`src/ssd_pkg.sv`:
```
// ----------------------------------------------------------------------------
// Seven-segment scan driver package
// Shared constants, control and status types and the segment decode.
// ----------------------------------------------------------------------------
package ssd_pkg;

    localparam int DIGIT_COUNT = 8;
    localparam int VALUE_W     = 32;
    localparam int BCD_W       = 4 * DIGIT_COUNT;
    localparam int POS_W       = (DIGIT_COUNT > 1) ? $clog2(DIGIT_COUNT) : 1;
    localparam int CNT_W       = $clog2(VALUE_W);
    localparam int SEG_W       = 8;

    localparam logic [CNT_W-1:0] CNT_LAST = CNT_W'(VALUE_W - 1);
    localparam logic [POS_W-1:0] POS_LAST = POS_W'(DIGIT_COUNT - 1);

    // Action field of an input word.
    localparam logic ACT_LOAD = 1'b0;
    localparam logic ACT_TICK = 1'b1;

    // Commands from the controller to the datapath.
    typedef struct packed {
        logic load;    // capture the binary word, clear the BCD register
        logic shift;   // one shift-add-3 step
        logic commit;  // copy the BCD digits into the digit store
        logic tick;    // build one scan word into the output register
    } ssd_cmd_t;

    // Status from the datapath to the controller.
    typedef struct packed {
        logic out_valid;
    } ssd_status_t;

    // abcdefg pattern, a in the top bit.
    function automatic logic [6:0] seg_pattern(input logic [3:0] digit);
        logic [6:0] pattern;
        unique case (digit)
            4'd0:    pattern = 7'b1111110;
            4'd1:    pattern = 7'b0110000;
            4'd2:    pattern = 7'b1101101;
            4'd3:    pattern = 7'b1111001;
            4'd4:    pattern = 7'b0110011;
            4'd5:    pattern = 7'b1011011;
            4'd6:    pattern = 7'b0011111;
            4'd7:    pattern = 7'b1110000;
            4'd8:    pattern = 7'b1111111;
            4'd9:    pattern = 7'b1110011;
            default: pattern = 7'b1010101;
        endcase
        return pattern;
    endfunction

endpackage

```
`src/ssd_ctrl.sv`:
```
// ----------------------------------------------------------------------------
// Seven-segment scan driver controller
// Accepts words, sequences the binary-to-BCD conversion of a load.
// ----------------------------------------------------------------------------
module ssd_ctrl
    import ssd_pkg::*;
(
    input  logic        aclk,
    input  logic        aresetn,
    input  logic        s_tvalid,
    output logic        s_tready,
    input  logic        s_action,
    input  logic        m_tready,
    input  ssd_status_t status,
    output ssd_cmd_t    cmd
);

    localparam logic [1:0] ST_IDLE   = 2'd0;
    localparam logic [1:0] ST_CONV   = 2'd1;
    localparam logic [1:0] ST_COMMIT = 2'd2;

    logic [1:0]       state_reg, state_next;
    logic [CNT_W-1:0] cnt_reg, cnt_next;
    logic             accept;

    assign s_tready = (state_reg == ST_IDLE) && (!status.out_valid || m_tready);
    assign accept   = s_tvalid && s_tready;

    always_comb begin
        state_next = state_reg;
        cnt_next   = cnt_reg;
        cmd        = '0;
        unique case (state_reg)
            ST_IDLE: begin
                if (accept) begin
                    if (s_action == ACT_TICK) begin
                        cmd.tick = 1'b1;
                    end else begin
                        cmd.load   = 1'b1;
                        cnt_next   = '0;
                        state_next = ST_CONV;
                    end
                end
            end
            ST_CONV: begin
                cmd.shift = 1'b1;
                cnt_next  = cnt_reg + 1'b1;
                if (cnt_reg == CNT_LAST) begin
                    state_next = ST_COMMIT;
                end
            end
            ST_COMMIT: begin
                cmd.commit = 1'b1;
                state_next = ST_IDLE;
            end
            default: begin
                state_next = ST_IDLE;
            end
        endcase
    end

    always_ff @(posedge aclk) begin
        if (!aresetn) begin
            state_reg <= ST_IDLE;
            cnt_reg   <= '0;
        end else begin
            state_reg <= state_next;
            cnt_reg   <= cnt_next;
        end
    end

endmodule

```
`src/ssd_datapath.sv`:
```
// ----------------------------------------------------------------------------
// Seven-segment scan driver datapath
// Shift-add-3 converter, digit store, scan position and output register.
// ----------------------------------------------------------------------------
module ssd_datapath
    import ssd_pkg::*;
(
    input  logic               aclk,
    input  logic               aresetn,
    input  ssd_cmd_t           cmd,
    output ssd_status_t        status,
    input  logic [VALUE_W-1:0] value,
    input  logic               m_tready,
    output logic               out_valid,
    output logic [SEG_W-1:0]   segments,
    output logic [SEG_W-1:0]   digit_select
);

    logic [VALUE_W-1:0] bin_reg, bin_next;
    logic [BCD_W-1:0]   bcd_reg, bcd_next;
    logic [BCD_W-1:0]   bcd_adj;
    logic [3:0]         store_reg [DIGIT_COUNT];
    logic [POS_W-1:0]   pos_reg, pos_next;
    logic               out_valid_reg;
    logic [SEG_W-1:0]   seg_reg, seg_next;
    logic [SEG_W-1:0]   sel_reg, sel_next;

    // Digits above the kept ones are shifted out; corrections only carry
    // upward, so the kept digits are still exact.
    always_comb begin
        for (int k = 0; k < DIGIT_COUNT; k++) begin
            if (bcd_reg[4*k +: 4] >= 4'd5) begin
                bcd_adj[4*k +: 4] = bcd_reg[4*k +: 4] + 4'd3;
            end else begin
                bcd_adj[4*k +: 4] = bcd_reg[4*k +: 4];
            end
        end
        bcd_next = {bcd_adj[BCD_W-2:0], bin_reg[VALUE_W-1]};
        bin_next = {bin_reg[VALUE_W-2:0], 1'b0};
    end

    always_ff @(posedge aclk) begin
        if (cmd.load) begin
            bin_reg <= value;
            bcd_reg <= '0;
        end else if (cmd.shift) begin
            bin_reg <= bin_next;
            bcd_reg <= bcd_next;
        end
    end

    // Position 0 holds the most significant kept digit.
    always_ff @(posedge aclk) begin
        if (!aresetn) begin
            for (int i = 0; i < DIGIT_COUNT; i++) begin
                store_reg[i] <= '0;
            end
        end else if (cmd.commit) begin
            for (int i = 0; i < DIGIT_COUNT; i++) begin
                store_reg[i] <= bcd_reg[4*(DIGIT_COUNT-1-i) +: 4];
            end
        end
    end

    always_comb begin
        pos_next = (pos_reg == POS_LAST) ? '0 : pos_reg + 1'b1;
        seg_next = {seg_pattern(store_reg[pos_reg]), 1'b0};
        for (int b = 0; b < SEG_W; b++) begin
            sel_next[b] = (b != (DIGIT_COUNT - 1 - int'(pos_reg)));
        end
    end

    always_ff @(posedge aclk) begin
        if (!aresetn) begin
            pos_reg       <= '0;
            out_valid_reg <= 1'b0;
        end else begin
            if (cmd.tick) begin
                pos_reg       <= pos_next;
                out_valid_reg <= 1'b1;
            end else if (m_tready) begin
                out_valid_reg <= 1'b0;
            end
        end
    end

    always_ff @(posedge aclk) begin
        if (cmd.tick) begin
            seg_reg <= seg_next;
            sel_reg <= sel_next;
        end
    end

    assign status.out_valid = out_valid_reg;
    assign out_valid        = out_valid_reg;
    assign segments         = seg_reg;
    assign digit_select     = sel_reg;

endmodule

```
`src/seven_segment_scan_driver.sv`:
```
// A scan tick word is registered and shown on m_tdata in the cycle after it is taken.
// A load word runs through the converter loop (capture, 32 shift-add-3 steps,
// store write); no word is taken while it runs. While a result waits, the
// next word is taken only in the cycle that the waiting result is taken.
// Reset (aresetn low, synchronous) clears the digit store, the scan position
// and the output valid flag.
// ----------------------------------------------------------------------------
// Seven-segment scan driver top level
// Eight-digit multiplexed display driver with binary-to-decimal loading.
// ----------------------------------------------------------------------------
module seven_segment_scan_driver
    import ssd_pkg::*;
(
    input  logic               aclk,
    input  logic               aresetn,
    input  logic               s_tvalid,
    output logic               s_tready,
    input  logic [VALUE_W-1:0] s_tdata,   // [31:0] value
    input  logic               s_tuser,   // [0] action
    output logic               m_tvalid,
    input  logic               m_tready,
    output logic [15:0]        m_tdata    // [7:0] segments, [15:8] digit_select
);

    ssd_cmd_t    cmd;
    ssd_status_t status;
    logic [SEG_W-1:0] segments;
    logic [SEG_W-1:0] digit_select;

    ssd_ctrl u_ctrl (
        .aclk     (aclk),
        .aresetn  (aresetn),
        .s_tvalid (s_tvalid),
        .s_tready (s_tready),
        .s_action (s_tuser),
        .m_tready (m_tready),
        .status   (status),
        .cmd      (cmd)
    );

    ssd_datapath u_datapath (
        .aclk         (aclk),
        .aresetn      (aresetn),
        .cmd          (cmd),
        .status       (status),
        .value        (s_tdata),
        .m_tready     (m_tready),
        .out_valid    (m_tvalid),
        .segments     (segments),
        .digit_select (digit_select)
    );

    assign m_tdata = {digit_select, segments};

`ifndef SYNTHESIS
    // A taken scan tick always leaves a word in the output register.
    assert property (@(posedge aclk) disable iff (!aresetn)
        s_tvalid && s_tready && s_tuser |=> m_tvalid)
        else $error("scan tick produced no output word");

    // A load keeps the input side closed during the conversion.
    assert property (@(posedge aclk) disable iff (!aresetn)
        s_tvalid && s_tready && !s_tuser |=> !s_tready)
        else $error("word taken during conversion");

    // At most one digit is selected.
    assert property (@(posedge aclk) disable iff (!aresetn)
        m_tvalid |-> $countones(~m_tdata[15:8]) <= 1)
        else $error("more than one digit selected");

    // The decimal point is never lit.
    assert property (@(posedge aclk) disable iff (!aresetn)
        m_tvalid |-> !m_tdata[0])
        else $error("decimal point set");
`endif

endmodule

```
`config.mk`:
```
export PLATFORM = sky130hd
export DESIGN_NAME = seven_segment_scan_driver
export DESIGN_NICKNAME = d
export VERILOG_FILES = /design/src/ssd_pkg.sv /design/src/ssd_ctrl.sv /design/src/ssd_datapath.sv /design/src/seven_segment_scan_driver.sv
export SDC_FILE = /design/constraint.sdc
export NUM_CORES = 1
export LEC_CHECK = 0
export BUFFER_PORTS_ARGS = -buffer_cell sky130_fd_sc_hd__buf_2
export CAP_MARGIN = 20
export CORE_ASPECT_RATIO = 1.1
export CORE_MARGIN = 8
export CORE_UTILIZATION = 30
export DETAILED_ROUTE_END_ITERATION = 10
export HOLD_SLACK_MARGIN = 0.08
export PLACE_DENSITY = 0.52
export SLEW_MARGIN = 25
export SYNTH_ARGS = -nofsm -noshare
export SYNTH_HDL_FRONTEND = slang
export SYNTH_SLANG_ARGS = --single-unit
```
`constraint.sdc`:
```
create_clock -name aclk -period 2.97 [get_ports aclk]
set_input_delay 0.297 -clock aclk [delete_from_list [all_inputs] [get_ports aclk]]
set_output_delay 0.297 -clock aclk [all_outputs]
set_load 0.03 [all_outputs]
```
== After elaboration in Yosys (flattened, before gate mapping) ==
Memory sizes are Yosys's and may differ from the RTL's. A register that Yosys moved wholly into a read port is not among the register bits.
Index checks and enable logic that the tools add are counted.
Cells by class
  $add $sub $neg: 11
  magnitude comparators: 8
  equality and inequality tests: 14
  muxes and demuxes: 42
  bitwise gates (word level): 8
  reduce and logical (&&, ||, !) cells: 11
Operators with widths (count)
  4-bit by 32-bit inequality test with 1-bit output (first input constant): 4
  32-bit two-way mux: 2
  3-bit by 32-bit inequality test with 1-bit output (first input constant): 2
  4-bit two-way mux: 15
  4-bit by 3-bit >= comparator with 1-bit output (second input constant): 8
  2-bit by 32-bit inequality test with 1-bit output (first input constant): 1
  32-bit nonzero test: 1
  4-bit by 2-bit adder with 4-bit output (second input constant): 7
  1-bit two-way mux: 14
  3-bit two-way mux: 4
  5-bit two-way mux: 2
  5-bit one-hot mux with 2 select lines: 1
  1-bit OR: 8
  2-bit two-way mux: 3
  3-bit AND reduction: 2
  2-bit nonzero test: 3
  5-bit by 1-bit adder with 5-bit output (second input constant): 1
  5-bit equality test (second input constant): 1
  2-bit by 1-bit inequality test with 1-bit output (second input constant): 2
  2-bit one-hot mux with 2 select lines: 1
  3-bit by 3-bit subtractor with 4-bit output (first input constant): 1
  3-bit by 1-bit adder with 3-bit output (second input constant): 1
  3-bit by 2-bit adder with 3-bit output (second input constant): 1
  3-bit equality test (second input constant): 1
  7 further kinds: 8
Storage, ports and cells
  flip-flop bits (word level): 83
  bits in writable memories: 32
  ROM bits: 112
  input bits: 37
  output and inout port bits: 18
  word-level logic and storage cells: 103
  memories kept: 2
Memory list
  (name not given): words 16, bits a word 7, rd ports 1, clocked after memory_dff 1, write ports 0, line ssd_pkg.sv:37  | unique case (digit)
  u_datapath.store_reg: words 8, bits a word 4, rd ports 1, clocked after memory_dff 1, write ports 8, line ssd_datapath.sv:22  | logic [3:0] store_reg [DIGIT_COUNT];

== Logic depth before layout (Yosys ltp) ==
Gate-level depths: netlist of run 1.
  word-level depth: 8
  depth in mapped cells: 8
  gate-level depth less buffers: 7

== Hierarchy ==
Synthesis of run 1 repeated with hierarchy kept, for this count alone.
Unflattened totals
  cells, all modules: 492
  area, all modules: 5957.0 um^2
Modules (own cells, without submodules)
  ssd_datapath: instances 1, cells an instance 445, area each 5549.1 um^2, sequential area each 3153.0 um^2
  ssd_ctrl: instances 1, cells an instance 47, area each 407.9 um^2, sequential area each 140.1 um^2

== Worst setup path before layout of run 1 ==
No wires, ideal clock.
  path kind: flip-flop to flip-flop
  start: register u_ctrl.state_reg[1]
  end: memory u_datapath.store_reg[0][0] (enable)
  library setup time: 466 ps
  arrival time: 2712 ps
  data required time: 2504 ps
  setup slack: -207 ps
  stages on the path, launching flop included: 3
  buffers on the path: 0
  clock period less this slack: 3177 ps
  cell sequence: dfxtp_1 -> inv_1 -> o21ai_0
RTL lines
  start, declared: line ssd_ctrl.sv:22  | logic [1:0] state_reg, state_next;
  start signal, assigned: line ssd_ctrl.sv:67  | state_reg <= state_next;
  end, declared: line ssd_datapath.sv:22

==> flow_summary.ini, run 1 <==
[clocking]
numCtsBuffers = 17
clock_insertion_delay_worst_skew_ps = 410
numClockSinks = 125
cts_post_setup_buffers_inserted = 0
htree_num_levels = 4
cts.path.max_buffers = 2
post_cts_hold_buffer_count = 0
cts_tree = yes
clk_pin_slew_ps = 50
ctsRootBufferMaster = sky130_fd_sc_hd__clkbuf_16
post_cts_resized = 0

[die]
io-pin-count = 55
fp.coreArea_mm2 = 0.0190
die_area_mm2 = 0.0241
floorplan.initialDensity = 0.305
core.rowCount = 53
fp.dieH_um = 162
die_w_um = 149

[place]
hpwl_um = 7420
place_congestion = 0.737
post-place-ws_ps = 425
io_buffer_count = 53
place_area_mm2 = 0.00636

[sta]
worstMarginPinSlew_ps = 601
min_period_over_period = 0.856
final.setup.tns_ps = 0
min_period_ps = 2540
slew_headroom = 0.599
finalMaxSlewViolations = 0
fin_hold_ws_ps = 157
hold_viol_final = 0
final-setup-viol-count = 0
finClkSkew_ps = 6.24
grt_setup_unrepaired = false
fmax_ghz = 0.393
setup_ws_ps = 428

[worst_setup_path]
crit_path_end_kind = register
worst_path_arrival_ps = 2710
critical_path_class = register to register
critical_path_start_type = register
crit_fanout = 8
critPathRequiredTime_ps = 3140

[logic_synthesis]
synth_edf_count = 79
register_area_share_after_synthesis = 0.567
largest_family_of_logic_cells_by_synthesized_area = multiplexers
synth_cells = 480
synth.cell_area_mm2 = 0.00581
synth_area_in_xor_xnor = 0.0121
synthMuxAreaShare = 0.126
synth-adder-area-share = 0.0603
yosys_most_used_dff = sky130_fd_sc_hd__edfxtp_1
synth_async_sr_flop_share = 0
syn_area_per_cell_um2 = 12.1
synth.lib_cells_used.distinct = 37
synth.net_count = 545
ys_seq_elements = 125
synth-compound-area-share = 0.0754
synth_simple_gate_area_frac = 0.124
yosys_warnings = 0

[global_routing]
global_route_wire_length_before_repair_um = 17700
grt_pass1_vias = 3731
grt_start_max_net_pins = 62
globalRouteTotalUtil = 0.0928
grt_overflow = 0
antenna_found_initial = 0

[route]
routed_wirelength_um = 10500
drt.antenna.violating_nets = 0
route.detailed.drc = 0
drt-vias-per-instance = 4.54
drt_first_iter_violations = 204
average_wire_length_per_cell_after_detail_routing_um = 13.1
num_vias = 3629
drtPass1Iterations = 4

[cells_and_area]
final_core_util = 0.363
layout-drive-gt1-share = 0.250
antenna_cells_inserted = 0
fillerInstances = 1858
multi_input_area_mm2 = 0.00232
areaGrowthSynthToFinish_pct = 18.9
nets = 605
regArea_mm2 = 0.00329
post-route-cell-area_mm2 = 0.00690

[power]
irDropWorstVdd_mv = 0.447
cellLeakagePower_nw = 2.56
power_density_cells_mw_per_mm2 = 641

[hold_path]
hold_path_class = primary input to register

[status]
run_status = completed

[run]
timing.max_cap.violations = 0
through the flow:
step	total power, W	instances
floorplan	0.00243	480
global placement	0.00254	768
detailed placement	0.00256	768
CTS	0.00449	800
global route	0.00463	800
finish	0.00442	800
cells in the mapped netlist, types with 2 or more instances:
cell	number	area (µm²)
sky130_fd_sc_hd__ha_1	28	350
sky130_fd_sc_hd__nor3b_1	8	60.1
sky130_fd_sc_hd__o21ai_0	41	205
sky130_fd_sc_hd__mux4_2	6	135
sky130_fd_sc_hd__nor2b_1	2	12.5
sky130_fd_sc_hd__nand3_1	37	185
sky130_fd_sc_hd__mux2i_1	4	40.0
sky130_fd_sc_hd__a21oi_1	25	125
sky130_fd_sc_hd__xnor2_1	8	70.1
sky130_fd_sc_hd__clkbuf_1	15	56.3
sky130_fd_sc_hd__inv_1	28	105
sky130_fd_sc_hd__mux2_2	42	473
sky130_fd_sc_hd__nand4_1	2	12.5
sky130_fd_sc_hd__nand2b_1	11	68.8
sky130_fd_sc_hd__dfxtp_1	46	921
sky130_fd_sc_hd__and2_1	36	225
sky130_fd_sc_hd__buf_1	3	11.3
sky130_fd_sc_hd__nand2_1	17	63.8
sky130_fd_sc_hd__nor2_1	14	52.6
sky130_fd_sc_hd__mux4_1	2	52.6
sky130_fd_sc_hd__edfxtp_1	79	2370
sky130_fd_sc_hd__a21boi_0	7	52.6
sky130_fd_sc_hd__and3_1	5	31.3
layout make-up:
type | instances | share of cell area
well taps | 247 | 0.0448
multi-input cells | 306 | 0.336
clock buffers | 22 | 0.0643
repair buffers | 62 | 0.0482
inverters | 28 | 0.0152
flip-flops and latches | 125 | 0.477
clock inverters | 10 | 0.0143
critical path, stage by stage (launching register included):
cell	delay [ps]
sky130_fd_sc_hd__dfxtp_1	600
sky130_fd_sc_hd__mux4_1	620
sky130_fd_sc_hd__mux2_2	340
sky130_fd_sc_hd__inv_1	120
sky130_fd_sc_hd__ha_1	240
sky130_fd_sc_hd__inv_1	70
sky130_fd_sc_hd__mux2i_1	70
sky130_fd_sc_hd__a22o_1	240
metal layers:
metal / global-route usage / part of all wire
met3: 0.0395 / 0.070
met2: 0.149 / 0.46
met4: 0.0469 / 0.021
met1: 0.103 / 0.44
met5: 0 / 0
final timing paths:
path / start / to / slack, ps / cells past startpoint
worst min register to register: u_ctrl.cnt_reg[4] / u_ctrl.cnt_reg[4] / 490 / 2
worst max register to register: register / u_datapath.segments[4] / 430 / 7
worst min-delay path: s_tdata[0] / u_datapath.bin_reg[0] / 160 / 2
worst max-delay path: register / u_datapath.segments[4] / 430 / 7
cell usage in the layout (no fill, tap or decap), types with 2 or more instances in the layout:
master | synthesis | routed
sky130_fd_sc_hd__and2_1 | 36 | 36
sky130_fd_sc_hd__mux4_2 | 6 | 6
sky130_fd_sc_hd__edfxtp_1 | 79 | 79
sky130_fd_sc_hd__nand2b_1 | 11 | 11
sky130_fd_sc_hd__o21ai_0 | 41 | 40
sky130_fd_sc_hd__clkbuf_16 | 0 | 17
sky130_fd_sc_hd__mux2i_1 | 4 | 4
sky130_fd_sc_hd__buf_2 | 1 | 53
sky130_fd_sc_hd__dfxtp_1 | 46 | 46
sky130_fd_sc_hd__a21oi_1 | 25 | 25
sky130_fd_sc_hd__bufinv_16 | 0 | 2
sky130_fd_sc_hd__nor2_1 | 14 | 14
sky130_fd_sc_hd__a21boi_0 | 7 | 7
sky130_fd_sc_hd__nand2_1 | 17 | 17
sky130_fd_sc_hd__inv_1 | 28 | 28
sky130_fd_sc_hd__nor2b_1 | 2 | 2
sky130_fd_sc_hd__xnor2_1 | 8 | 8
sky130_fd_sc_hd__buf_4 | 1 | 9
sky130_fd_sc_hd__nand4_1 | 2 | 2
sky130_fd_sc_hd__clkbuf_1 | 15 | 5
sky130_fd_sc_hd__mux4_1 | 2 | 2
sky130_fd_sc_hd__mux2_2 | 42 | 42
sky130_fd_sc_hd__clkinv_2 | 0 | 7
sky130_fd_sc_hd__ha_1 | 28 | 28
sky130_fd_sc_hd__and3_1 | 5 | 5
sky130_fd_sc_hd__nand3_1 | 37 | 37
sky130_fd_sc_hd__nor3b_1 | 8 | 8
where the power goes:
group / leakage, nW / total (W) / switching, W / internal (W)
sequential: 1.13 / 0.00206 / 0.0000723 / 0.00199
combinational: 1.16 / 0.000453 / 0.000243 / 0.000210
clock: 0.273 / 0.00191 / 0.000691 / 0.00122
cell families after synthesis:
family | count (synthesis)
AO/OA/AOI/OAI | 80
XOR/XNOR | 8
adder cells (fa/ha/maj) | 28
buffers and inverters | 49
flip-flops | 125
multiplexers | 56
other | 1
AND/OR/NAND/NOR | 133
Note: power is estimated with default switching activity, not from simulation.
==> inputs of run 2 (changes only) <==
--- a/config.mk
+++ b/config.mk
@@ -12,7 +12,7 @@
 export CORE_UTILIZATION = 30
 export DETAILED_ROUTE_END_ITERATION = 10
 export HOLD_SLACK_MARGIN = 0.08
-export PLACE_DENSITY = 0.52
+export PLACE_DENSITY = 0.5
 export SLEW_MARGIN = 25
 export SYNTH_ARGS = -nofsm -noshare
 export SYNTH_HDL_FRONTEND = slang
==> constraint.sdc (replaced) <==
create_clock -name aclk -period 2.79 [get_ports aclk]
set_input_delay 0.279 -clock aclk [delete_from_list [all_inputs] [get_ports aclk]]
set_output_delay 0.279 -clock aclk [all_outputs]
set_load 0.03 [all_outputs]
==> flow_summary.ini, run 2 (synthesis results as in run 1) <==
[cells_and_area]
layout-drive-gt1-share = 0.258
antenna_cells_inserted = 0
nets = 607
final_core_util = 0.366
post-route-cell-area_mm2 = 0.00696
final_cell_mix = 79 x sky130_fd_sc_hd__edfxtp_1, 53 x sky130_fd_sc_hd__buf_2, 46 x sky130_fd_sc_hd__dfxtp_1, 42 x sky130_fd_sc_hd__mux2_2, 40 x sky130_fd_sc_hd__o21ai_0
layoutNonFillerInstCount = 802
areaGrowthSynthToFinish_pct = 19.8
commonest_non_fill_non_tap_cell_in_the_layout = sky130_fd_sc_hd__edfxtp_1

[sta]
min_period_ps = 2530
slew_headroom = 0.641
finalMaxSlewViolations = 0
fin_hold_ws_ps = 159
final.setup.tns_ps = 0
finClkSkew_ps = 8.66
fmax_ghz = 0.395
min_period_over_period = 0.908
worstMarginPinSlew_ps = 538
final-setup-viol-count = 0
hold_viol_final = 0
grt_setup_unrepaired = false

[worst_setup_path]
critical-path-max-stage-delay_ps = 620
timing.critical_path.slowest_stage_cell = sky130_fd_sc_hd__mux4_1
worst_path_arrival_ps = 2700
kind_of_cell_with_the_highest_combined_delay_on_the_critical_path = multiplexers
worstPathCellList = mux4_1 > mux2_2 > inv_1 > ha_1 > inv_1 > mux2i_1 > a22o_1
timing.critical_path.buf_inv = 2
crit_fanout = 8
critPathRequiredTime_ps = 2950
critical_path_start_type = register
regToRegSetupSlack_ps = 260
critical_path_class = register to register
critical-path-top-cell-by-count = sky130_fd_sc_hd__inv_1
crit_path_end_kind = register

[clocking]
cts_post_setup_buffers_inserted = 0
post_cts_hold_buffer_count = 0
cts_tree = yes
post_cts_resized = 0
numCtsBuffers = 17
ctsRootBufferMaster = sky130_fd_sc_hd__clkbuf_16
clk_pin_slew_ps = 50
htree_num_levels = 4
clock_insertion_delay_worst_skew_ps = 410
cts.path.max_buffers = 2
numClockSinks = 125

[place]
place_area_mm2 = 0.00638
numPlacedInstances = 770
hpwl_um = 7620
place_congestion = 0.734
io_buffer_count = 53

[route]
drt_first_iter_violations = 212
num_vias = 3654
routed_wirelength_um = 10600
drt-vias-per-instance = 4.56
drt.antenna.violating_nets = 0
route.detailed.drc = 0
drtPass1Iterations = 4
average_wire_length_per_cell_after_detail_routing_um = 13.3

[global_routing]
grt_pass1_vias = 3793
grt_start_max_net_pins = 62
antenna_found_initial = 0
grt_overflow = 0
global_route_wire_length_before_repair_um = 18300
globalRouteTotalUtil = 0.0957

[status]
run_status = completed

[power]
power_frac_seq = 0.454
net_switching_component_of_the_power_w = 0.00111
clock_group_share_of_total_power = 0.446
cellLeakagePower_nw = 2.57
power_switching_share = 0.229
irDropWorstVdd_mv = 0.419
power_density_cells_mw_per_mm2 = 696
combinationalPowerShare = 0.100
intPower_w = 0.00373

[die]
core.rowCount = 53
die_area_mm2 = 0.0241
fp.dieH_um = 162
fp.coreArea_mm2 = 0.0190
io-pin-count = 55
die_w_um = 149
floorplan.initialDensity = 0.305

[hold_path]
hold_path_class = primary input to register

[run]
timing.max_cap.violations = 0
[run 2: cell type report]
cell class	instances	area, µm²
Clock buffer	19	433
Timing Repair Buffer	64	348
Sequential cell	125	3290
Fill cell	1864	12100
Multi-Input combinational cell	306	2320
Tap cell	247	309
Inverter	28	105
Clock inverter	13	149
[run 2: metrics by stage]
stage	worst slack (ps)	total power (W)
floorplan	479	0.00259
global placement	275	0.00271
detailed placement	223	0.00273
CTS	221	0.00492
global route	81.7	0.00507
finish	255	0.00484
[run 2: layer usage]
metal / vias to the layer above / global-route usage / wire [µm]
li1: 1849 / - / -
met1: 1705 / 0.113 / 4890
met2: 86 / 0.152 / 4970
met3: 14 / 0.0351 / 618
met4: 0 / 0.0450 / 174
met5: - / 0 / 0
[run 2: final timing paths]
kind	startpoint	end	depth (start not counted)
max	register	u_datapath.segments[4]	7
max reg2reg	register	u_datapath.segments[4]	7
min reg2reg	u_ctrl.cnt_reg[3]	u_ctrl.cnt_reg[3]	1
min	s_tdata[0]	u_datapath.bin_reg[0]	2
[run 2: power by group through the flow]
stage               registers, W  logic, W  clock network [W]
finish                   0.00220  0.000486            0.00216
detailed placement       0.00224  0.000493                  0
CTS                      0.00220  0.000494            0.00222
global placement         0.00223  0.000481                  0
global route             0.00221  0.000552            0.00230
floorplan                0.00222  0.000361                  0
